`src/hw/rtl/los_pkg.sv`:
```
package los_pkg;

  // fixed field widths
  localparam int unsigned PosW         = 32;
  localparam int unsigned WorkW        = 64;
  localparam int unsigned CfgW         = 32;
  localparam int unsigned CfgIdxW      = 2;
  localparam int unsigned IndexW       = 6;
  localparam int unsigned MaxLabelsDef = 64;

  // register reset values
  localparam logic [30:0]        SpacingRst = 31'h0001_0000;
  localparam logic signed [31:0] LowerRst   = 32'sh0000_0000;
  localparam logic signed [31:0] UpperRst   = 32'sh7FFF_FFFF;
  localparam logic [15:0]        RoundsRst  = 16'd100;

  typedef enum logic [CfgIdxW-1:0] {
    REG_SPACING = 2'd0,
    REG_LOWER   = 2'd1,
    REG_UPPER   = 2'd2,
    REG_ROUNDS  = 2'd3
  } cfg_reg_e;

  typedef struct packed {
    logic signed [PosW-1:0] position;
    logic                   last_label;
  } in_word_t;

  typedef struct packed {
    logic signed [PosW-1:0] placed_position;
    logic [IndexW-1:0]      label_index;
    logic                   last_result;
    logic                   overcrowded;
  } out_word_t;

  // controller -> datapath
  typedef struct packed {
    logic load;
    logic init;
    logic scan_start;
    logic merge_step;
    logic sum_step;
    logic grp_next;
    logic div_start;
    logic edge_calc;
    logic shift_calc;
    logic base_calc;
    logic wr_step;
    logic round_inc;
    logic emit_load;
    logic clear_cnt;
  } los_cmd_t;

  // datapath -> controller
  typedef struct packed {
    logic last_elem;
    logic grp_end;
    logic single;
    logic grp_last;
    logic wr_end;
    logic hit;
    logic rounds_done;
    logic div_done;
    logic out_free;
  } los_sts_t;

endpackage

```
`src/hw/rtl/los_ctrl.sv`:
```
module los_ctrl import los_pkg::*; (
  input  logic     clk_i,
  input  logic     rst_ni,
  input  logic     in_fire_i,
  input  logic     in_last_i,
  input  los_sts_t sts_i,
  output los_cmd_t cmd_o,
  output logic     in_ready_o
);

  typedef enum logic [16:0] {
    S_IDLE    = 17'h00001,
    S_INIT    = 17'h00002,
    S_RCHK    = 17'h00004,
    S_M_ADDR  = 17'h00008,
    S_M_DATA  = 17'h00010,
    S_M_END   = 17'h00020,
    S_A_ADDR  = 17'h00040,
    S_A_DATA  = 17'h00080,
    S_A_GRP   = 17'h00100,
    S_A_DIV   = 17'h00200,
    S_A_EDGE  = 17'h00400,
    S_A_SHIFT = 17'h00800,
    S_A_BASE  = 17'h01000,
    S_A_WR    = 17'h02000,
    S_A_NEXT  = 17'h04000,
    S_E_ADDR  = 17'h08000,
    S_E_DATA  = 17'h10000
  } state_e;

  state_e state_q, state_d;

  always_comb begin
    state_d = state_q;
    cmd_o   = '0;
    case (state_q)
      S_IDLE: begin
        if (in_fire_i) begin
          cmd_o.load = 1'b1;
          if (in_last_i) state_d = S_INIT;
        end
      end
      S_INIT: begin
        cmd_o.init = 1'b1;
        state_d    = S_RCHK;
      end
      S_RCHK: begin
        cmd_o.scan_start = 1'b1;
        state_d = sts_i.rounds_done ? S_E_ADDR : S_M_ADDR;
      end
      // merge pass over neighbor gaps
      S_M_ADDR: state_d = S_M_DATA;
      S_M_DATA: begin
        cmd_o.merge_step = 1'b1;
        state_d = sts_i.last_elem ? S_M_END : S_M_ADDR;
      end
      S_M_END: begin
        cmd_o.scan_start = 1'b1;
        state_d = sts_i.hit ? S_A_ADDR : S_E_ADDR;
      end
      // adjust pass, one group at a time
      S_A_ADDR: state_d = S_A_DATA;
      S_A_DATA: begin
        cmd_o.sum_step = 1'b1;
        state_d = sts_i.grp_end ? S_A_GRP : S_A_ADDR;
      end
      S_A_GRP: begin
        if (sts_i.single) begin
          state_d = S_A_NEXT;
        end else begin
          cmd_o.div_start = 1'b1;
          state_d = S_A_DIV;
        end
      end
      S_A_DIV: begin
        if (sts_i.div_done) state_d = S_A_EDGE;
      end
      S_A_EDGE: begin
        cmd_o.edge_calc = 1'b1;
        state_d = S_A_SHIFT;
      end
      S_A_SHIFT: begin
        cmd_o.shift_calc = 1'b1;
        state_d = S_A_BASE;
      end
      S_A_BASE: begin
        cmd_o.base_calc = 1'b1;
        state_d = S_A_WR;
      end
      S_A_WR: begin
        cmd_o.wr_step = 1'b1;
        if (sts_i.wr_end) state_d = S_A_NEXT;
      end
      S_A_NEXT: begin
        if (sts_i.grp_last) begin
          cmd_o.round_inc = 1'b1;
          state_d = S_RCHK;
        end else begin
          cmd_o.grp_next = 1'b1;
          state_d = S_A_ADDR;
        end
      end
      // emit every label in order
      S_E_ADDR: state_d = S_E_DATA;
      S_E_DATA: begin
        if (sts_i.out_free) begin
          cmd_o.emit_load = 1'b1;
          if (sts_i.last_elem) begin
            cmd_o.clear_cnt = 1'b1;
            state_d = S_IDLE;
          end else begin
            state_d = S_E_ADDR;
          end
        end
      end
      default: state_d = S_IDLE;
    endcase
  end

  always_ff @(posedge clk_i or negedge rst_ni) begin
    if (!rst_ni) begin
      state_q <= S_IDLE;
    end else begin
      state_q <= state_d;
    end
  end

  assign in_ready_o = state_q == S_IDLE;

endmodule

```
`config.mk`:
```
export PLATFORM = sky130hd
export DESIGN_NAME = los_ctrl
export DESIGN_NICKNAME = d
export VERILOG_FILES = /design/src/hw/rtl/los_pkg.sv /design/src/hw/rtl/los_ctrl.sv
export SDC_FILE = /design/constraint.sdc
export NUM_CORES = 1
export LEC_CHECK = 0
export ABC_AREA = 0
export BUFFER_PORTS_ARGS = -buffer_cell sky130_fd_sc_hd__buf_2
export CELL_PAD_IN_SITES_DETAIL_PLACEMENT = 2
export CELL_PAD_IN_SITES_GLOBAL_PLACEMENT = 2
export CORE_UTILIZATION = 33
export CTS_BUF_LIST = sky130_fd_sc_hd__clkbuf_16
export DETAILED_ROUTE_END_ITERATION = 12
export PLACE_DENSITY_LB_ADDON = 0.12
export SLEW_MARGIN = 20
export SYNTH_ARGS = -nofsm -noshare
export SYNTH_HDL_FRONTEND = slang
export SYNTH_SLANG_ARGS = --single-unit
```
`constraint.sdc`:
```
create_clock -name clk_i -period 6.55 [get_ports clk_i]
set_clock_uncertainty 0.2 [all_clocks]
set_input_delay 1.965 -clock clk_i [delete_from_list [all_inputs] [get_ports clk_i]]
set_output_delay 1.965 -clock clk_i [all_outputs]
set_load 0.005 [all_outputs]
```
==> results.yml, run 1 <==
sta:
  fin_crit_ns: 4.66
  tns_ns: 0
  slew-limit-headroom: 0.577
  hold_viol_final: 0
  report.final.slew_viol_count: 0
  max_slew.worst_pin.slew_ns: 0.626
  fin_worst_hold_slack_ns: 0.391
  setup_violations: 0
  min_period_over_period: 0.712
  rsz0062_at_grt: "no"
  max_freq_mhz: 214
routing:
  antenna_left: 0
  drtIter0Drc: 86
  post_drt_wl_per_cell_um: 19.5
  dr.pass1.iters: 4
  route.detailed.drc: 0
  viasPerCell: 5.65
  wl_mm: 3.76
  num_vias: 1090
placed_design:
  place_inst: 189
  placed_cell_area_um2: 1280
  io_buffers: 27
  hpwl_mm: 2.82
  gp_congestion: 0.781
clocking:
  clockBufferDepth: 2
  clk_latency_ns: 0.25
  h-tree-depth: 1
  postCtsHoldBufs: 0
  numCtsBuffers: 3
  cts.sink_count: 17
  clk_pin_slew_ns: 0.05
  cts_root_buffer: "clkbuf_16"
  cts_tree: "built"
  cts-resized-gates: 0
  cts_setup_buffers: 0
critical_path:
  start_kind: "input pin"
  arrival_ns: 2.50
  worstPathRequired_ns: 4.39
  crit_fanout: 2
  cp-end-kind: "output pin"
  ff2ff_setup_slack_ns: 3.94
  crit_type: "in -> out"
finish:
  final_area_um2: 1360
  antenna_cells: 0
  drive_above_1_share: 0.262
  regMostFlops: "state_q"
  syn_to_final_growth_pct: 23.5
  largest_reg_flops: 17
  reg_top3: "state_q x17"
  fin_cells: 193
  final_nets: 163
synth:
  yosysMostFrequentCell: "dfrtp_1"
  synth_top_cell_area_share: 0.365
  synth_cell_types: 42
  ys_seq_elements: 17
  synth.largest_area_cell: "dfrtp_1"
  ys.flop_type: "dfrtp_1"
  synth_area_leaders: "dfrtp_1, nor4_4, nor2_1, nor3_1, nor4_1"
  syn_nets: 132
  synthTopCellsByCount: "dfrtp_1, nor2_1, nor3_1"
  syn_avg_cell_area_um2: 9.22
  synth_edf_count: 0
  async_flop_share: 1.00
  syn-instance-count: 119
  synth.yosys.seq_area_share: 0.389
  syn_area_um2: 1100
  ys_warn_count: 0
status:
  status: "finished clean"
floorplanning:
  die_h_um: 59.7
  start_util: 0.354
  rows: 20
  core_um2: 3100
  ios: 28
  dieArea_um2: 3560
  fp.dieW_um: 59.7
worst_hold_path:
  hp-class: "reg -> reg"
power:
  power_leakage_uw: 0.000632
  peakVddDrop_mv: 0.125
  powerDensity_nw_per_um2: 258
  power_uw: 350
global_routing:
  grt_max_degree: 18
  overflow: 0
  track_usage: 0.237
  grt_pass1_vias: 1184
  grt_first_pass_wirelength_mm: 6.02
  grt_antenna_before_repair: 0
flow_run:
  drv_cap: 0
-- worst max-delay path, stage by stage --
cell and delay (ns):
buf_2 0.11, nor3_1 0.26, buf_2 0.17
-- per-stage QoR --
step | utilization | setup slack [ns]
2_1_floorplan | - | 2.16
3_3_place_gp | 0.411 | 1.95
3_5_place_dp | 0.411 | 1.89
4_1_cts | 0.437 | 1.89
5_1_grt | 0.437 | 1.76
6_report | 0.437 | 1.89
-- report_power, final --
group | total (uW) | internal [uW] | switching (uW) | leakage [uW]
clock network | 121 | 81.1 | 40.2 | 0.0000423
logic | 106 | 38.0 | 67.7 | 0.000357
registers | 123 | 113 | 9.91 | 0.000233
-- cell type report --
| cell class | count | area, um^2 |
|---|---|---|
| clock inverter | 1 | 3.75 |
| sequential | 17 | 427 |
| inverter | 7 | 26.3 |
| timing repair buffer | 27 | 135 |
| clock buffer | 3 | 75.1 |
| fill | 380 | 1750 |
| multi-input combinational | 94 | 633 |
| tap | 44 | 55.1 |
-- per-layer routing --
| layer | track usage | vias up | wire, um |
|---|---|---|---|
| li1 | - | 511 | - |
| met4 | 0.0698 | 0 | 55 |
| met5 | 0 | - | 0 |
| met3 | 0.0541 | 8 | 120 |
| met2 | 0.432 | 23 | 2060 |
| met1 | 0.275 | 548 | 1520 |
-- final timing paths --
path	startpoint	endpoint	cells past startpoint
min in group asynchronous	rst_ni	state_q[7]	1
hold / removal	state_q[0]	state_q[0]	2
hold reg to reg	state_q[0]	state_q[0]	2
setup / recovery	sts_i[5]	cmd_o[8]	3
setup reg to reg	state_q[12]	state_q[10]	6
max in group asynchronous	rst_ni	state_q[0]	1
-- layout by cell type (no fill, tap or decap), types with 4 or more instances in the layout --
cell / netlist / layout
and2_1: 4 / 4
buf_2: 0 / 27
a21oi_1: 5 / 5
nand4_1: 5 / 5
o21ai_0: 4 / 4
nand3_1: 6 / 6
inv_1: 7 / 8
xor2_1: 4 / 4
dfrtp_1: 16 / 16
nor2_1: 11 / 11
nor3_1: 8 / 8
nor4_1: 6 / 6
-- kinds of logic (layout without fill, tap and decap cells) --
kind of cell | Yosys count | count (layout) | synth area share
AO/OA/AOI/OAI | 19 | 19 | 0.117
buffers and inverters | 8 | 38 | 0.0342
AND/OR/NAND/NOR | 70 | 70 | 0.420
flip-flops | 17 | 17 | 0.389
XOR/XNOR | 5 | 5 | 0.0399
(Power assumes the default switching activity.)
==> run 2, diff against run 1 <==
--- a/config.mk
+++ b/config.mk
@@ -9,7 +9,7 @@
 export BUFFER_PORTS_ARGS = -buffer_cell sky130_fd_sc_hd__buf_2
 export CELL_PAD_IN_SITES_DETAIL_PLACEMENT = 2
 export CELL_PAD_IN_SITES_GLOBAL_PLACEMENT = 2
-export CORE_UTILIZATION = 33
+export CORE_UTILIZATION = 28
 export CTS_BUF_LIST = sky130_fd_sc_hd__clkbuf_16
 export DETAILED_ROUTE_END_ITERATION = 12
 export PLACE_DENSITY_LB_ADDON = 0.12
==> constraint.sdc (replaced) <==
create_clock -name clk_i -period 4.2 [get_ports clk_i]
set_clock_uncertainty 0.2 [all_clocks]
set_input_delay 1.26 -clock clk_i [delete_from_list [all_inputs] [get_ports clk_i]]
set_output_delay 1.26 -clock clk_i [all_outputs]
set_load 0.005 [all_outputs]
==> run 2 against run 1 <==
Effect of this change:
- critical path depth grew 1
- critical path type is now reg -> out
- combinational power is 52% higher
- cell count increased by 2.1%
- power rose by 56%
- largest power group unchanged
- cell area is 0.37% higher
- count of clock-buffer cells in the layout is the same
- via count shrank 0.37%
- worst hold slack worse by 0.013 ns
- sequential share of layout area down 0.12 points
- sequential power rose by 56%
==> results.yml, run 2 (synthesis gave the netlist of run 1 again) <==
finish:
  antenna_cells: 0
  layout_commonest_cell: "buf_2"
  final_cell_mix: "buf_2, dfrtp_1, nor2_1"
  syn_to_final_growth_pct: 23.9
  final_util: 0.366
  drive_above_1_share: 0.262
  reg_top3: "state_q x17"
  final_area_um2: 1360
  final_nets: 163
  largest_reg_flops: 17
  regMostFlops: "state_q"
clocking:
  cts-resized-gates: 0
  cts.sink_count: 17
  h-tree-depth: 1
  numCtsBuffers: 3
  clockBufferDepth: 2
  cts_root_buffer: "clkbuf_16"
  cts_tree: "built"
  clk_pin_slew_ns: 0.05
  cts_setup_buffers: 0
  clk_latency_ns: 0.25
  postCtsHoldBufs: 0
routing:
  antenna_left: 0
  route.detailed.drc: 0
  viasPerCell: 5.51
  drtIter0Drc: 37
  dr.pass1.iters: 2
  wl_mm: 3.64
  post_drt_wl_per_cell_um: 18.5
  num_vias: 1086
sta:
  report.final.slew_viol_count: 0
  fin_crit_ns: 3.76
  min_period_over_period: 0.896
  hold_viol_final: 0
  rsz0062_at_grt: "no"
  max_slew.worst_pin.slew_ns: 0.654
  slew-limit-headroom: 0.558
  max_freq_mhz: 266
  tns_ns: 0
  fin_worst_hold_slack_ns: 0.378
  setup_violations: 0
global_routing:
  grtUsageMet2: 0.347
  grt_pass1_vias: 1214
  met3_usage: 0.0317
  grt_first_pass_wirelength_mm: 6.16
  track_usage: 0.194
  grt_antenna_before_repair: 0
  grt_use_met1: 0.243
  top_usage_layer: "met2"
  overflow: 0
  grt_max_degree: 18
critical_path:
  cp_cell_sequence: "nor4_4 -> nand4_1 -> nor4b_1 -> buf_2"
  crit_path_max_incr_delay_ns: 0.62
  crit_family: "simple AND/OR/NAND/NOR gates"
  path_buf_inv: 1
  worstPathRequired_ns: 2.74
  arrival_ns: 2.30
  cp-end-kind: "output pin"
  start_kind: "flop"
  crit_fanout: 10
  slowest_stage: "nor4b_1"
  crit_type: "reg -> out"
floorplanning:
  ios: 28
  die_h_um: 64.6
  core_um2: 3720
  rows: 22
  dieArea_um2: 4170
  start_util: 0.295
  fp.dieW_um: 64.6
placed_design:
  io_buffers: 27
  hpwl_mm: 2.87
  placed_cell_area_um2: 1280
  gp_congestion: 0.751
status:
  status: "finished clean"
power:
  power_leakage_uw: 0.000632
  peakVddDrop_mv: 0.184
  powerDensity_nw_per_um2: 400
flow_run:
  drv_cap: 0
worst_hold_path:
  hp-class: "reg -> reg"
## run 2: cell counts in the layout (fill, tap and decap cells not counted)
Identical to the previous run, type by type.
## run 2: tightest hold or removal path: stages (launching register included)
cell     delay [ns]
dfstp_2        0.41
nand2_1        0.08
nor3_1         0.05
## run 2: per-stage QoR
stage               setup slack [ns]  cells  power [uW]
floorplan                       1.21    119         292
global placement               0.816    193         347
detailed placement             0.699    193         355
CTS                            0.417    197         551
global route                   0.251    197         579
finish                         0.436    197         544
## run 2: layer usage
| layer | up-vias | wire length, um |
|---|---|---|
| met5 | - | 0 |
| met4 | 0 | 41 |
| met2 | 19 | 1890 |
| met3 | 4 | 80 |
| met1 | 547 | 1630 |
| li1 | 516 | - |
## run 2: path summary, 6_finish.rpt
check | from | endpoint | slack, ns | cells after the start
min in group asynchronous | rst_ni | state_q[6] | 0.74 | 1
max in group asynchronous | rst_ni | state_q[0] | 2.73 | 1
max | state_q[8] | cmd_o[10] | 0.44 | 4
min | state_q[0] | state_q[1] | 0.38 | 2
min reg2reg | state_q[0] | state_q[1] | 0.38 | 2
max reg2reg | state_q[3] | state_q[10] | 1.58 | 6
## run 2: cell type report
type                            instances  area [um^2]
Sequential cell                        17          427
Tap cell                               48         60.1
Clock buffer                            3         75.1
Fill cell                             440         2360
Multi-Input combinational cell         94          633
Clock inverter                          1         3.75
Timing Repair Buffer                   27          135
Inverter                                7         26.3
## run 2: report_power, final
group          total [uW]  internal [uW]  switching, uW  leakage (uW)
registers             192            176           15.7      0.000233
clock network         192            126           65.1     0.0000423
logic                 161           59.3            102      0.000357
total                 544            362            183      0.000632
==> run 3, diff against run 2 <==
--- a/config.mk
+++ b/config.mk
@@ -9,6 +9,7 @@
 export BUFFER_PORTS_ARGS = -buffer_cell sky130_fd_sc_hd__buf_2
 export CELL_PAD_IN_SITES_DETAIL_PLACEMENT = 2
 export CELL_PAD_IN_SITES_GLOBAL_PLACEMENT = 2
+export CORE_ASPECT_RATIO = 1.25
 export CORE_UTILIZATION = 28
 export CTS_BUF_LIST = sky130_fd_sc_hd__clkbuf_16
 export DETAILED_ROUTE_END_ITERATION = 12
==> run 3 against run 2 <==
Effect of this change:
- sequential cell count is the same
- critical path type unchanged
- critical endpoint is now cmd_o[9]
- maximum frequency decreased by 0.99%
- utilization shrank 0.60 points
==> results.yml, run 3 (synthesis gave the netlist of run 1 again) <==
status:
  status: "finished clean"
critical_path:
  cp_cell_sequence: "nor4_4 -> nand4_1 -> nor4b_1 -> buf_2"
  arrival_ns: 2.34
  cp-end-kind: "output pin"
  crit_fanout: 10
  cp-startpoint: "state_q[8]"
  crit_type: "reg -> out"
  r2r-start: "state_q[3]"
  start_kind: "flop"
  slowest_stage: "nor4b_1"
  worstPathRequired_ns: 2.74
  crit_path_max_incr_delay_ns: 0.63
worst_hold_path:
  hp-class: "reg -> reg"
  min-delay-start: "state_q[0]"
global_routing:
  grt_first_pass_wirelength_mm: 5.95
  track_usage: 0.190
  grt_pass1_vias: 1161
  overflow: 0
  grt_antenna_before_repair: 0
  grt_max_degree: 18
sta:
  setup_slack_ns: 0.399
  setup_violations: 0
  rsz0062_at_grt: "no"
  slew-limit-headroom: 0.580
  report.final.slew_viol_count: 0
  max_slew.worst_pin.slew_ns: 0.621
  max_freq_mhz: 263
  tns_ns: 0
  min_period_over_period: 0.905
  hold_viol_final: 0
  fin_crit_ns: 3.80
  fin_worst_hold_slack_ns: 0.386
finish:
  final_area_um2: 1350
  largest_reg_flops: 17
  final_nets: 163
  regMostFlops: "state_q"
  final_cell_mix: "buf_2, dfrtp_1, nor2_1"
  layout_commonest_cell: "buf_2"
  drive_above_1_share: 0.268
  antenna_cells: 0
  fillers: 447
  multi_input_comb_area_um2: 633
  reg_top3: "state_q x17"
  ff_latch_area_um2: 427
  syn_to_final_growth_pct: 23.1
placed_design:
  io_buffers: 27
  placed_cell_area_um2: 1270
  hpwl_mm: 2.85
  gp_congestion: 0.757
  post-place-ws_ns: 0.640
clocking:
  clockBufferDepth: 2
  cts.sink_count: 17
  clk_latency_ns: 0.25
  clk_pin_slew_ns: 0.06
  cts_root_buffer: "clkbuf_16"
  numCtsBuffers: 3
  cts-resized-gates: 0
  h-tree-depth: 1
  cts_tree: "built"
  cts_setup_buffers: 0
  postCtsHoldBufs: 0
floorplanning:
  die_h_um: 72.0
  ios: 28
  dieArea_um2: 4170
  fp.dieW_um: 58.0
  rows: 25
  core_um2: 3750
  start_util: 0.292
routing:
  viasPerCell: 5.71
  post_drt_wl_per_cell_um: 19.1
  num_vias: 1080
  route.detailed.drc: 0
  antenna_left: 0
  dr.pass1.iters: 4
  wl_mm: 3.61
  drtIter0Drc: 37
power:
  p_int_uw: 363
  clock_power_share: 0.364
  p_seq_frac: 0.349
  power_frac_comb: 0.287
  powerDensity_nw_per_um2: 405
  power_leakage_uw: 0.000631
  peakVddDrop_mv: 0.103
  p_sw_frac: 0.337
  p_sw_uw: 184
flow_run:
  drv_cap: 0
-- run 3: per-stage QoR --
step | power [uW] | utilization | std cells
2_1_floorplan | 292 | - | 119
3_3_place_gp | 345 | 0.339 | 185
3_5_place_dp | 350 | 0.339 | 185
4_1_cts | 556 | 0.360 | 189
5_1_grt | 578 | 0.360 | 189
6_report | 547 | 0.360 | 189
-- run 3: final timing paths --
check | endpoint | slack, ns | depth (start not counted)
worst min-delay path | state_q[1] | 0.39 | 2
worst max-delay path | cmd_o[9] | 0.40 | 4
worst min register to register | state_q[1] | 0.39 | 2
max in group asynchronous | state_q[0] | 2.73 | 1
min in group asynchronous | state_q[3] | 0.74 | 1
worst max register to register | state_q[10] | 1.65 | 6
-- run 3: metal layers --
layer,global-route usage,share of wire,up-vias
met4,0.0714,0.023,0
met2,0.350,0.55,16
li1,-,-,514
met3,0.0232,0.020,7
met1,0.221,0.41,543
met5,0,0,-
-- run 3: critical path, delay by kind of cell, from the launching register on --
| kind | cells | cell delay [ns] |
|---|---|---|
| AND/OR/NAND/NOR | 3 | 1.36 |
| buffers and inverters | 1 | 0.22 |
| flip-flops | 1 | 0.51 |
-- run 3: cell type report --
| type | instances | share of cell area |
|---|---|---|
| multi-input combinational | 94 | 0.469 |
| sequential | 17 | 0.316 |
| timing repair buffer | 27 | 0.100 |
| clock buffer | 3 | 0.0556 |
| tap | 40 | 0.0370 |
| inverter | 7 | 0.0194 |
| clock inverter | 1 | 0.00370 |
-- run 3: power by group through the flow --
stage / Sequential, uW / Clock (uW) / Combinational (uW)
CTS: 191 / 205 / 159
detailed placement: 194 / 0 / 156
finish: 191 / 199 / 157
global route: 193 / 208 / 177
floorplan: 189 / 0 / 103
global placement: 194 / 0 / 150
